--- config.mk ---
export PLATFORM = sky130hd
export DESIGN_NAME = nec_frame_check_repeat_queue_flat
export DESIGN_NICKNAME = d
export VERILOG_FILES = /design/src/rtl/core/nfcrq_pkg.sv /design/src/rtl/core/nfcrq_ifs.sv /design/src/rtl/core/nec_frame_check_repeat_queue.sv /design/src/rtl/core/nfcrq_ring_mem.sv /design/src/rtl/core/nfcrq_frame_chk.sv /design/src/flat_wrapper.sv
export SDC_FILE = /design/constraint.sdc
export NUM_CORES = 1
export LEC_CHECK = 0
export ABC_AREA = 1
export BUFFER_PORTS_ARGS = -buffer_cell sky130_fd_sc_hd__buf_4
export CAP_MARGIN = 20
export CELL_PAD_IN_SITES_DETAIL_PLACEMENT = 1
export CELL_PAD_IN_SITES_GLOBAL_PLACEMENT = 1
export CORE_MARGIN = 4
export CORE_UTILIZATION = 49
export DETAILED_ROUTE_END_ITERATION = 8
export PLACE_DENSITY = 0.77
export SYNTH_ARGS = -nofsm -noshare
export SYNTH_HDL_FRONTEND = slang
export SYNTH_SLANG_ARGS = --single-unit
--- constraint.sdc ---
create_clock -name clk -period 6 [get_ports clk]
set_input_delay 1.8 -clock clk [delete_from_list [all_inputs] [get_ports clk]]
set_output_delay 1.8 -clock clk [all_outputs]
set_load 0.03 [all_outputs]
--- src/rtl/core/nfcrq_pkg.sv ---
`default_nettype none
// ----------------------------------------------------------------------------
// nfcrq_pkg
// shared types and constants of the nec frame check and repeat queue
// ----------------------------------------------------------------------------
package nfcrq_pkg;

  localparam logic       OP_FRAME = 1'b0;
  localparam logic       OP_READ  = 1'b1;

  localparam logic [2:0] ST_QUEUED    = 3'd0;
  localparam logic [2:0] ST_DROPPED   = 3'd1;
  localparam logic [2:0] ST_MALFORMED = 3'd2;
  localparam logic [2:0] ST_READ_OK   = 3'd3;
  localparam logic [2:0] ST_EMPTY     = 3'd4;

  localparam logic [15:0] REPEAT_WINDOW_RESET = 16'd130;
  localparam logic [7:0]  BYTE_ONES           = 8'hff;

  typedef struct packed {
    logic [15:0] address;
    logic [7:0]  command;
  } key_t;

  typedef struct packed {
    logic ok;
    key_t key;
  } chk_result_t;

  typedef struct packed {
    logic        repeat_flag;
    logic [15:0] address;
    logic [7:0]  command;
  } ring_entry_t;

endpackage : nfcrq_pkg
`default_nettype wire

--- src/rtl/core/nfcrq_ifs.sv ---
`default_nettype none
// ----------------------------------------------------------------------------
// nfcrq channel interfaces
// valid/ready channels for requests and results
// ----------------------------------------------------------------------------
interface nfcrq_in_if;
  logic        valid;
  logic        ready;
  logic        op;
  logic [31:0] raw_frame;
  logic [31:0] now_ms;

  modport source (output valid, op, raw_frame, now_ms, input ready);
  modport sink   (input valid, op, raw_frame, now_ms, output ready);
endinterface : nfcrq_in_if

interface nfcrq_out_if;
  logic        valid;
  logic        ready;
  logic [2:0]  status;
  logic [15:0] event_address;
  logic [7:0]  event_command;
  logic        event_repeat;
  logic [3:0]  pending_count;

  modport source (output valid, status, event_address, event_command, event_repeat,
                  pending_count, input ready);
  modport sink   (input valid, status, event_address, event_command, event_repeat,
                  pending_count, output ready);
endinterface : nfcrq_out_if
`default_nettype wire

--- src/rtl/core/nec_frame_check_repeat_queue.sv ---
`default_nettype none
// ----------------------------------------------------------------------------
// nec_frame_check_repeat_queue
// nec frame checker with auto-repeat flagging and a dropping event queue
// ----------------------------------------------------------------------------
// usage
//   in_chan carries one transaction per request: op 0 hands over a captured
//   32-bit frame with its millisecond timestamp, op 1 pops one queued event.
//   out_chan returns exactly one result transaction per request.
//   cfg_we/cfg_wdata load the repeat window; the user must do so only while
//   the block is idle, as the block itself does not enforce it.
// timing
//   a frame or a read of an empty queue shows its result in the cycle after
//   it is taken; while out_chan is not stalled requests follow at once (one per
//   cycle). a read of a non-empty queue goes through the ring's registered read
//   port, then the pop state, into the output register; in_chan is held off in it.
// reset
//   rst_n is synchronous, active low; queue pointers, repeat history and the
//   window register (130 ms) are restored, ring contents are left as they are
//   and no clearing pass is needed since only written entries are ever read.
// stall
//   results sit in an output register; while out_chan is stalled a new
//   request is taken only in the cycle the pending result leaves.
// ----------------------------------------------------------------------------
module nec_frame_check_repeat_queue #(
  parameter int RING_DEPTH = 16
) (
  input  wire         clk,
  input  wire         rst_n,
  nfcrq_in_if.sink    in_chan,
  nfcrq_out_if.source out_chan,
  input  wire         cfg_we,
  input  wire  [15:0] cfg_wdata
);
  import nfcrq_pkg::*;

  localparam int PW = (RING_DEPTH > 1) ? $clog2(RING_DEPTH) : 1;
  localparam int CW = (PW > 4) ? PW : 4;

  // idle takes requests, pop waits for the ring read data
  localparam logic FSM_IDLE = 1'b0;
  localparam logic FSM_POP  = 1'b1;

  logic          state_r, state_nxt;
  logic [15:0]   window_r;
  logic [PW-1:0] wr_ptr_r, wr_ptr_nxt;
  logic [PW-1:0] rd_ptr_r, rd_ptr_nxt;
  key_t          prev_key_r;
  logic [31:0]   prev_time_r;
  logic          prev_valid_r;

  logic          out_valid_r;
  logic [2:0]    out_status_r;
  ring_entry_t   out_event_r;
  logic [3:0]    out_pending_r;

  chk_result_t   chk;
  logic          accept;
  logic          acc_frame_ok;
  logic          acc_pop;
  logic          queue_empty;
  logic [31:0]   gap;
  logic          is_repeat;
  ring_entry_t   new_event;
  logic [PW-1:0] wr_adv;
  logic          full_hit;
  logic [PW:0]   count_wide;
  logic [CW-1:0] count_ext;
  ring_entry_t   mem_rdata;

  function automatic logic [PW-1:0] slot_next(input logic [PW-1:0] s);
    return (s == PW'(RING_DEPTH - 1)) ? '0 : s + PW'(1);
  endfunction

  nfcrq_frame_chk u_chk (
    .raw_frame (in_chan.raw_frame),
    .result    (chk)
  );

  // handshake
  assign in_chan.ready = (state_r == FSM_IDLE) && (!out_valid_r || out_chan.ready);
  assign accept        = in_chan.valid && in_chan.ready;
  assign queue_empty   = (wr_ptr_r == rd_ptr_r);
  assign acc_frame_ok  = accept && (in_chan.op == OP_FRAME) && chk.ok;
  assign acc_pop       = accept && (in_chan.op == OP_READ) && !queue_empty;

  // repeat detection, the gap wraps modulo 2^32
  assign gap       = in_chan.now_ms - prev_time_r;
  assign is_repeat = prev_valid_r && (prev_key_r == chk.key) && (gap <= {16'h0000, window_r});

  assign new_event.repeat_flag = is_repeat;
  assign new_event.address     = chk.key.address;
  assign new_event.command     = chk.key.command;

  assign wr_adv   = slot_next(wr_ptr_r);
  assign full_hit = (wr_adv == rd_ptr_r);

  always_comb begin
    wr_ptr_nxt = wr_ptr_r;
    rd_ptr_nxt = rd_ptr_r;
    if (acc_frame_ok) begin
      wr_ptr_nxt = wr_adv;
      // full ring: oldest event goes
      if (full_hit) begin
        rd_ptr_nxt = slot_next(rd_ptr_r);
      end
    end else if (acc_pop) begin
      rd_ptr_nxt = slot_next(rd_ptr_r);
    end
  end

  // occupancy after this request
  always_comb begin
    if (wr_ptr_nxt >= rd_ptr_nxt) begin
      count_wide = {1'b0, wr_ptr_nxt} - {1'b0, rd_ptr_nxt};
    end else begin
      count_wide = {1'b0, wr_ptr_nxt} + (PW+1)'(RING_DEPTH) - {1'b0, rd_ptr_nxt};
    end
    count_ext = CW'(count_wide);
  end

  nfcrq_ring_mem #(
    .DEPTH (RING_DEPTH),
    .AW    (PW)
  ) u_ring (
    .clk   (clk),
    .we    (acc_frame_ok),
    .waddr (wr_ptr_r),
    .wdata (new_event),
    .re    (acc_pop),
    .raddr (rd_ptr_r),
    .rdata (mem_rdata)
  );

  always_comb begin
    state_nxt = state_r;
    unique case (state_r)
      FSM_IDLE: begin
        if (acc_pop) begin
          state_nxt = FSM_POP;
        end
      end
      FSM_POP: begin
        state_nxt = FSM_IDLE;
      end
      default: begin
        state_nxt = FSM_IDLE;
      end
    endcase
  end

  // control state
  always_ff @(posedge clk) begin
    if (!rst_n) begin
      state_r      <= FSM_IDLE;
      window_r     <= REPEAT_WINDOW_RESET;
      wr_ptr_r     <= '0;
      rd_ptr_r     <= '0;
      prev_key_r   <= '0;
      prev_time_r  <= '0;
      prev_valid_r <= 1'b0;
      out_valid_r  <= 1'b0;
    end else begin
      state_r  <= state_nxt;
      wr_ptr_r <= wr_ptr_nxt;
      rd_ptr_r <= rd_ptr_nxt;
      if (cfg_we) begin
        window_r <= cfg_wdata;
      end
      if (acc_frame_ok) begin
        prev_key_r   <= chk.key;
        prev_time_r  <= in_chan.now_ms;
        prev_valid_r <= 1'b1;
      end
      if (state_r == FSM_POP) begin
        out_valid_r <= 1'b1;
      end else if (accept) begin
        // a pop shows its result only after the pop state
        out_valid_r <= !acc_pop;
      end else if (out_chan.ready) begin
        out_valid_r <= 1'b0;
      end
    end
  end

  // result payload
  always_ff @(posedge clk) begin
    if (accept) begin
      out_pending_r <= count_ext[3:0];
      out_event_r   <= '0;
      if (in_chan.op == OP_READ) begin
        out_status_r <= queue_empty ? ST_EMPTY : ST_READ_OK;
      end else if (!chk.ok) begin
        out_status_r <= ST_MALFORMED;
      end else begin
        out_status_r <= full_hit ? ST_DROPPED : ST_QUEUED;
        out_event_r  <= new_event;
      end
    end else if (state_r == FSM_POP) begin
      out_event_r <= mem_rdata;
    end
  end

  assign out_chan.valid         = out_valid_r;
  assign out_chan.status        = out_status_r;
  assign out_chan.event_address = out_event_r.address;
  assign out_chan.event_command = out_event_r.command;
  assign out_chan.event_repeat  = out_event_r.repeat_flag;
  assign out_chan.pending_count = out_pending_r;

  // a queued frame always leaves the ring non-empty
  a_frame_not_empty: assert property (@(posedge clk) disable iff (!rst_n)
    acc_frame_ok |=> (wr_ptr_r != rd_ptr_r))
    else $error("ring empty right after a frame was queued");

  // a pop of a non-empty ring delivers its result after the pop state
  a_pop_result: assert property (@(posedge clk) disable iff (!rst_n)
    acc_pop |=> ##1 (out_valid_r && (out_status_r == ST_READ_OK)))
    else $error("pop result missing");

  // while waiting on ring data the output register is free
  a_pop_slot_free: assert property (@(posedge clk) disable iff (!rst_n)
    (state_r == FSM_POP) |-> (!out_valid_r && !in_chan.ready))
    else $error("output register busy during pop");

endmodule : nec_frame_check_repeat_queue
`default_nettype wire

--- src/rtl/core/nfcrq_ring_mem.sv ---
`default_nettype none
// ----------------------------------------------------------------------------
// nfcrq_ring_mem
// event ring storage, one write and one registered read port
// ----------------------------------------------------------------------------
module nfcrq_ring_mem #(
  parameter int DEPTH = 16,
  parameter int AW    = 4
) (
  input  wire                      clk,
  input  wire                      we,
  input  wire  [AW-1:0]            waddr,
  input  wire  nfcrq_pkg::ring_entry_t wdata,
  input  wire                      re,
  input  wire  [AW-1:0]            raddr,
  output nfcrq_pkg::ring_entry_t   rdata
);
  import nfcrq_pkg::*;

  ring_entry_t mem [DEPTH];
  ring_entry_t rdata_r;

  always_ff @(posedge clk) begin
    if (we) begin
      mem[waddr] <= wdata;
    end
  end

  always_ff @(posedge clk) begin
    if (re) begin
      rdata_r <= mem[raddr];
    end
  end

  assign rdata = rdata_r;

endmodule : nfcrq_ring_mem
`default_nettype wire

--- src/rtl/core/nfcrq_frame_chk.sv ---
`default_nettype none
// ----------------------------------------------------------------------------
// nfcrq_frame_chk
// checks a raw frame as received, then byte-reversed, and extracts the key
// ----------------------------------------------------------------------------
module nfcrq_frame_chk (
  input  wire  [31:0]               raw_frame,
  output nfcrq_pkg::chk_result_t    result
);
  import nfcrq_pkg::*;

  logic [31:0] swapped;
  logic        ok_straight;
  logic        ok_swapped;
  logic [31:0] chosen;
  logic [7:0]  a;
  logic [7:0]  na;

  assign swapped     = {raw_frame[7:0], raw_frame[15:8], raw_frame[23:16], raw_frame[31:24]};
  assign ok_straight = (raw_frame[23:16] ^ raw_frame[31:24]) == BYTE_ONES;
  assign ok_swapped  = (swapped[23:16] ^ swapped[31:24]) == BYTE_ONES;
  assign chosen      = ok_straight ? raw_frame : swapped;
  assign a           = chosen[7:0];
  assign na          = chosen[15:8];

  always_comb begin
    result.ok          = ok_straight | ok_swapped;
    result.key.command = chosen[23:16];
    // complement mismatch means extended addressing, complement byte on top
    result.key.address = ((a ^ na) == BYTE_ONES) ? {8'h00, a} : {na, a};
  end

endmodule : nfcrq_frame_chk
`default_nettype wire
--- src/flat_wrapper.sv ---
// flat-port wrapper written by rule: the top's interface ports become plain ports
module nec_frame_check_repeat_queue_flat import nfcrq_pkg::*;
#(
  parameter int RING_DEPTH = 16
)
  (clk, rst_n, cfg_we, cfg_wdata, in_chan_valid, in_chan_op, in_chan_raw_frame, in_chan_now_ms, in_chan_ready, out_chan_valid, out_chan_status, out_chan_event_address, out_chan_event_command, out_chan_event_repeat, out_chan_pending_count, out_chan_ready);
  nfcrq_in_if in_chan_i ();
  nfcrq_out_if out_chan_i ();
  input  wire clk;
  input  wire rst_n;
  input  wire cfg_we;
  input  wire  [15:0] cfg_wdata;
  input wire logic [$bits(in_chan_i.valid)-1:0] in_chan_valid;
  input wire logic [$bits(in_chan_i.op)-1:0] in_chan_op;
  input wire logic [$bits(in_chan_i.raw_frame)-1:0] in_chan_raw_frame;
  input wire logic [$bits(in_chan_i.now_ms)-1:0] in_chan_now_ms;
  output wire logic [$bits(in_chan_i.ready)-1:0] in_chan_ready;
  output wire logic [$bits(out_chan_i.valid)-1:0] out_chan_valid;
  output wire logic [$bits(out_chan_i.status)-1:0] out_chan_status;
  output wire logic [$bits(out_chan_i.event_address)-1:0] out_chan_event_address;
  output wire logic [$bits(out_chan_i.event_command)-1:0] out_chan_event_command;
  output wire logic [$bits(out_chan_i.event_repeat)-1:0] out_chan_event_repeat;
  output wire logic [$bits(out_chan_i.pending_count)-1:0] out_chan_pending_count;
  input wire logic [$bits(out_chan_i.ready)-1:0] out_chan_ready;
  assign in_chan_i.valid = in_chan_valid;
  assign in_chan_i.op = in_chan_op;
  assign in_chan_i.raw_frame = in_chan_raw_frame;
  assign in_chan_i.now_ms = in_chan_now_ms;
  assign in_chan_ready = in_chan_i.ready;
  assign out_chan_valid = out_chan_i.valid;
  assign out_chan_status = out_chan_i.status;
  assign out_chan_event_address = out_chan_i.event_address;
  assign out_chan_event_command = out_chan_i.event_command;
  assign out_chan_event_repeat = out_chan_i.event_repeat;
  assign out_chan_pending_count = out_chan_i.pending_count;
  assign out_chan_i.ready = out_chan_ready;
  nec_frame_check_repeat_queue #(.RING_DEPTH(RING_DEPTH)) u_core (.clk(clk), .rst_n(rst_n), .in_chan(in_chan_i), .out_chan(out_chan_i), .cfg_we(cfg_we), .cfg_wdata(cfg_wdata));
endmodule
==> results.yml <==
worst_setup_path:
  critical_path_required_ns: 6.32
  cp-end-kind: "register"
  startpoint_type: "input pin"
  critPathTopFamily: "simple AND/OR/NAND/NOR gates"
  crit_path_frequent_cell: "nor2_1"
  critPathKind: "input pin to register"
  crit_buf_inv: 3
  cp_max_fo: 16
  reg2reg_from: "u_core.rd_ptr_r[2]$_SDFF_PN0_"
  r2r_cells: 16
  worstReg2RegEnd: "u_core.out_chan.pending_count[3]$_DFFE_PP_"
  slowest_stage: "and2_1"
  crit_arrival_ns: 5.54
  slowest_delay_ns: 0.49
  r2r_slack_ns: 1.68
worst_hold_path:
  hold_path_end: "u_core.window_r[2]$_SDFFE_PN0P_"
  hold_start: "u_core.window_r[2]$_SDFFE_PN0P_"
  hold_depth: 2
  min_path_type: "register to register"
power_and_ir_drop:
  peakVddDrop_v: 0.000261
  power_density_mw_per_mm2: 293
  leakage_nw: 10.7
synth:
  synthArstFlopShare_pct: 0
  synthMuxAreaShare_pct: 0.131
  synthTopCellsByArea: "edfxtp_1, nand2_1, dfxtp_1"
  syn-num-nets: 2561
  synthTopCellsByCount: "edfxtp_1, nand2_1, nor2_1"
  synth_cell_types: 50
  synthSimpleGateAreaFrac_pct: 16.1
  synth_top_family_by_area: "simple AND/OR/NAND/NOR gates"
  synth-seq-cells: 540
  postSynthAreaPerCell_um2: 10.2
  yosysMostFrequentCell: "edfxtp_1"
  synth_top_area_share_pct: 55.4
  synth_top_area_cell: "edfxtp_1"
  ys_warn_count: 0
  synthAdderAreaFrac_pct: 2.94
  syn-instance-count: 2418
  synth_xor_area_share_pct: 1.31
  synth_compound_area_share_pct: 12.5
  synth_edf_count: 457
  ys_seq_area_share_pct: 62.1
  ys.flop_type: "edfxtp_1"
  netlist_area_mm2: 0.0248
placed_design:
  dp_hpwl_mm: 50.4
  dpl_worst_slack_ns: 0.288
  io_buffers: 119
  place_inst: 3131
  gp_congestion: 0.889
clock_tree:
  post_cts_buffers: 0
  cts_buffer_depth: 3
  cts_tree: "yes"
  cts_root_buf: "clkbuf_16"
  htreeDepth: 2
  clk_pin_slew_ns: 0.06
  clock_sinks: 540
  clk-insertion-delay-late_ns: 0.65
  cts_buffers: 56
  ctsResizeCount: 0
  postCtsHoldBufs: 0
global_routing:
  antenna_found_initial: 0
  grt_usage_pct: 29.1
  grt_overflow: 0
  grt_pass1_wl_mm: 120
  grt_max_degree: 101
  grt_pass1_vias: 20200
timing:
  min_period_ns: 5.22
  max_freq_mhz: 191
  fin_ws_ns: 0.777
  grt_setup_unrepaired: "false"
  slew_headroom_pct: 27.0
  worst_slew_pin_slew_ns: 1.10
  finalSetupViolations: 0
  finalClockSkew_ns: 0.0569
  finalSetupTns_ns: 0
  finalCritPeriodShare_pct: 87.0
  hold_viol_final: 0
  slew_violations: 0
die:
  ios: 120
  dieArea_mm2: 0.0542
  core_area_mm2: 0.0501
  fp.dieW_um: 233
  fp.dieH_um: 233
  start_util_pct: 49.5
  core.rowCount: 82
run:
  max_cap_viol_count: 0
final_layout:
  drive_above_1_share_pct: 12.2
  area_growth_pct: 14.7
  n_antenna_cell: 0
  instances_no_fill: 3237
  final_util_pct: 56.7
  num-fill-cells: 5448
  fin_nets: 2660
drt:
  antenna_left: 0
  wirelength_mm: 79.6
  dr.pass1.iters: 5
  drc: 0
  viasPerCell: 5.88
  wl_per_cell_um: 24.6
  vias: 19000
  first_iter_violations: 1655
run_status:
  outcome: "complete, no violations"
[report_power, final]
part,switching (W),internal (W)
Sequential,0.0000167,0.00409
Combinational,0.000386,0.000176
Clock,0.00152,0.00213
Total,0.00192,0.00640
[state kept, by name, summed over array words and instances, names as in the netlist]
register                       cells
u_core.out_chan.event_address     16
u_core.out_chan.event_command      8
u_core.out_chan.event_repeat       1
u_core.out_chan.pending_count      4
u_core.out_chan.status             3
u_core.out_chan.valid              1
u_core.prev_key_r                 24
u_core.prev_time_r                32
u_core.prev_valid_r                1
u_core.rd_ptr_r                    4
u_core.state_r                     1
u_core.u_ring.mem                400
u_core.u_ring.rdata               25
u_core.window_r                   16
u_core.wr_ptr_r                    4
[cells by family after synthesis]
family | after synthesis
and+or+nand+nor | 949
DFF | 540
AOI/OAI and AO/OA | 522
buffers and inverters | 310
adders and majority gates | 57
xor gates and xnor gates | 37
muxes | 3
[placed cells by master (no fill, tap or decap), types with 19 or more instances in the layout]
cell	count
edfxtp_1	457
nand2_1	444
nor2_1	316
o21ai_0	253
inv_1	181
buf_4	157
nand3_1	101
a21oi_1	92
dfxtp_1	80
o221ai_1	71
clkbuf_16	57
ha_1	55
o22ai_1	30
o211ai_1	30
xor2_1	29
a211oi_1	29
nor2_4	19
[routing by layer]
layer  track usage, %  vias up  wire (um)
met2             53.1      631      41700
met3             3.32      152       3970
met1             36.0     9570      31300
li1                 -     8674          -
met4             9.68        0       2670
met5                0        -          0
[metrics by stage]
| step | instance area [um^2] | total power, W | hold WS [ns] |
|---|---|---|---|
| after CTS | 28400 | 0.00836 | 0.473 |
| after global placement | 26500 | 0.00473 | 0.454 |
| after floorplan | 24800 | 0.00451 | 0.433 |
| after global routing | 28400 | 0.00857 | 0.498 |
| final | 28400 | 0.00832 | 0.468 |
| after detailed placement | 26500 | 0.00475 | 0.463 |
[worst max path at each step]
stage | depth (start not counted) | end | start | slack (ns)
finish | 26 | u_core.u_ring.mem[2][24]$_DFFE_PP_ | in_chan_now_ms[0] | 0.78
global route | 26 | u_core.u_ring.mem[2][24]$_DFFE_PP_ | in_chan_now_ms[0] | 0.44
CTS | 26 | u_core.u_ring.mem[2][24]$_DFFE_PP_ | in_chan_now_ms[0] | 0.89
detailed placement | 26 | u_core.u_ring.mem[0][24]$_DFFE_PP_ | in_chan_now_ms[0] | 0.29
global placement | 26 | u_core.u_ring.mem[0][24]$_DFFE_PP_ | in_chan_now_ms[0] | 0.36
floorplan | 13 | u_core.out_chan.pending_count[3]$_DFFE_PP_ | out_chan_ready | 0.57
[area by class of cell]
class / count / area, um^2 / share of cell area, %
inverter: 193 / 727 / 2.56
timing repair buffer: 158 / 1200 / 4.22
clock inverter: 36 / 405 / 1.43
multi-input combinational: 1568 / 8300 / 29.2
tap: 672 / 841 / 2.96
clock buffer: 70 / 1540 / 5.41
sequential: 540 / 15400 / 54.2
[worst min-delay path, stage by stage (launching register included)]
cell	delay, ns
dfxtp_1	0.30
inv_1	0.06
a21oi_1	0.06
(Power assumes the default switching activity.)
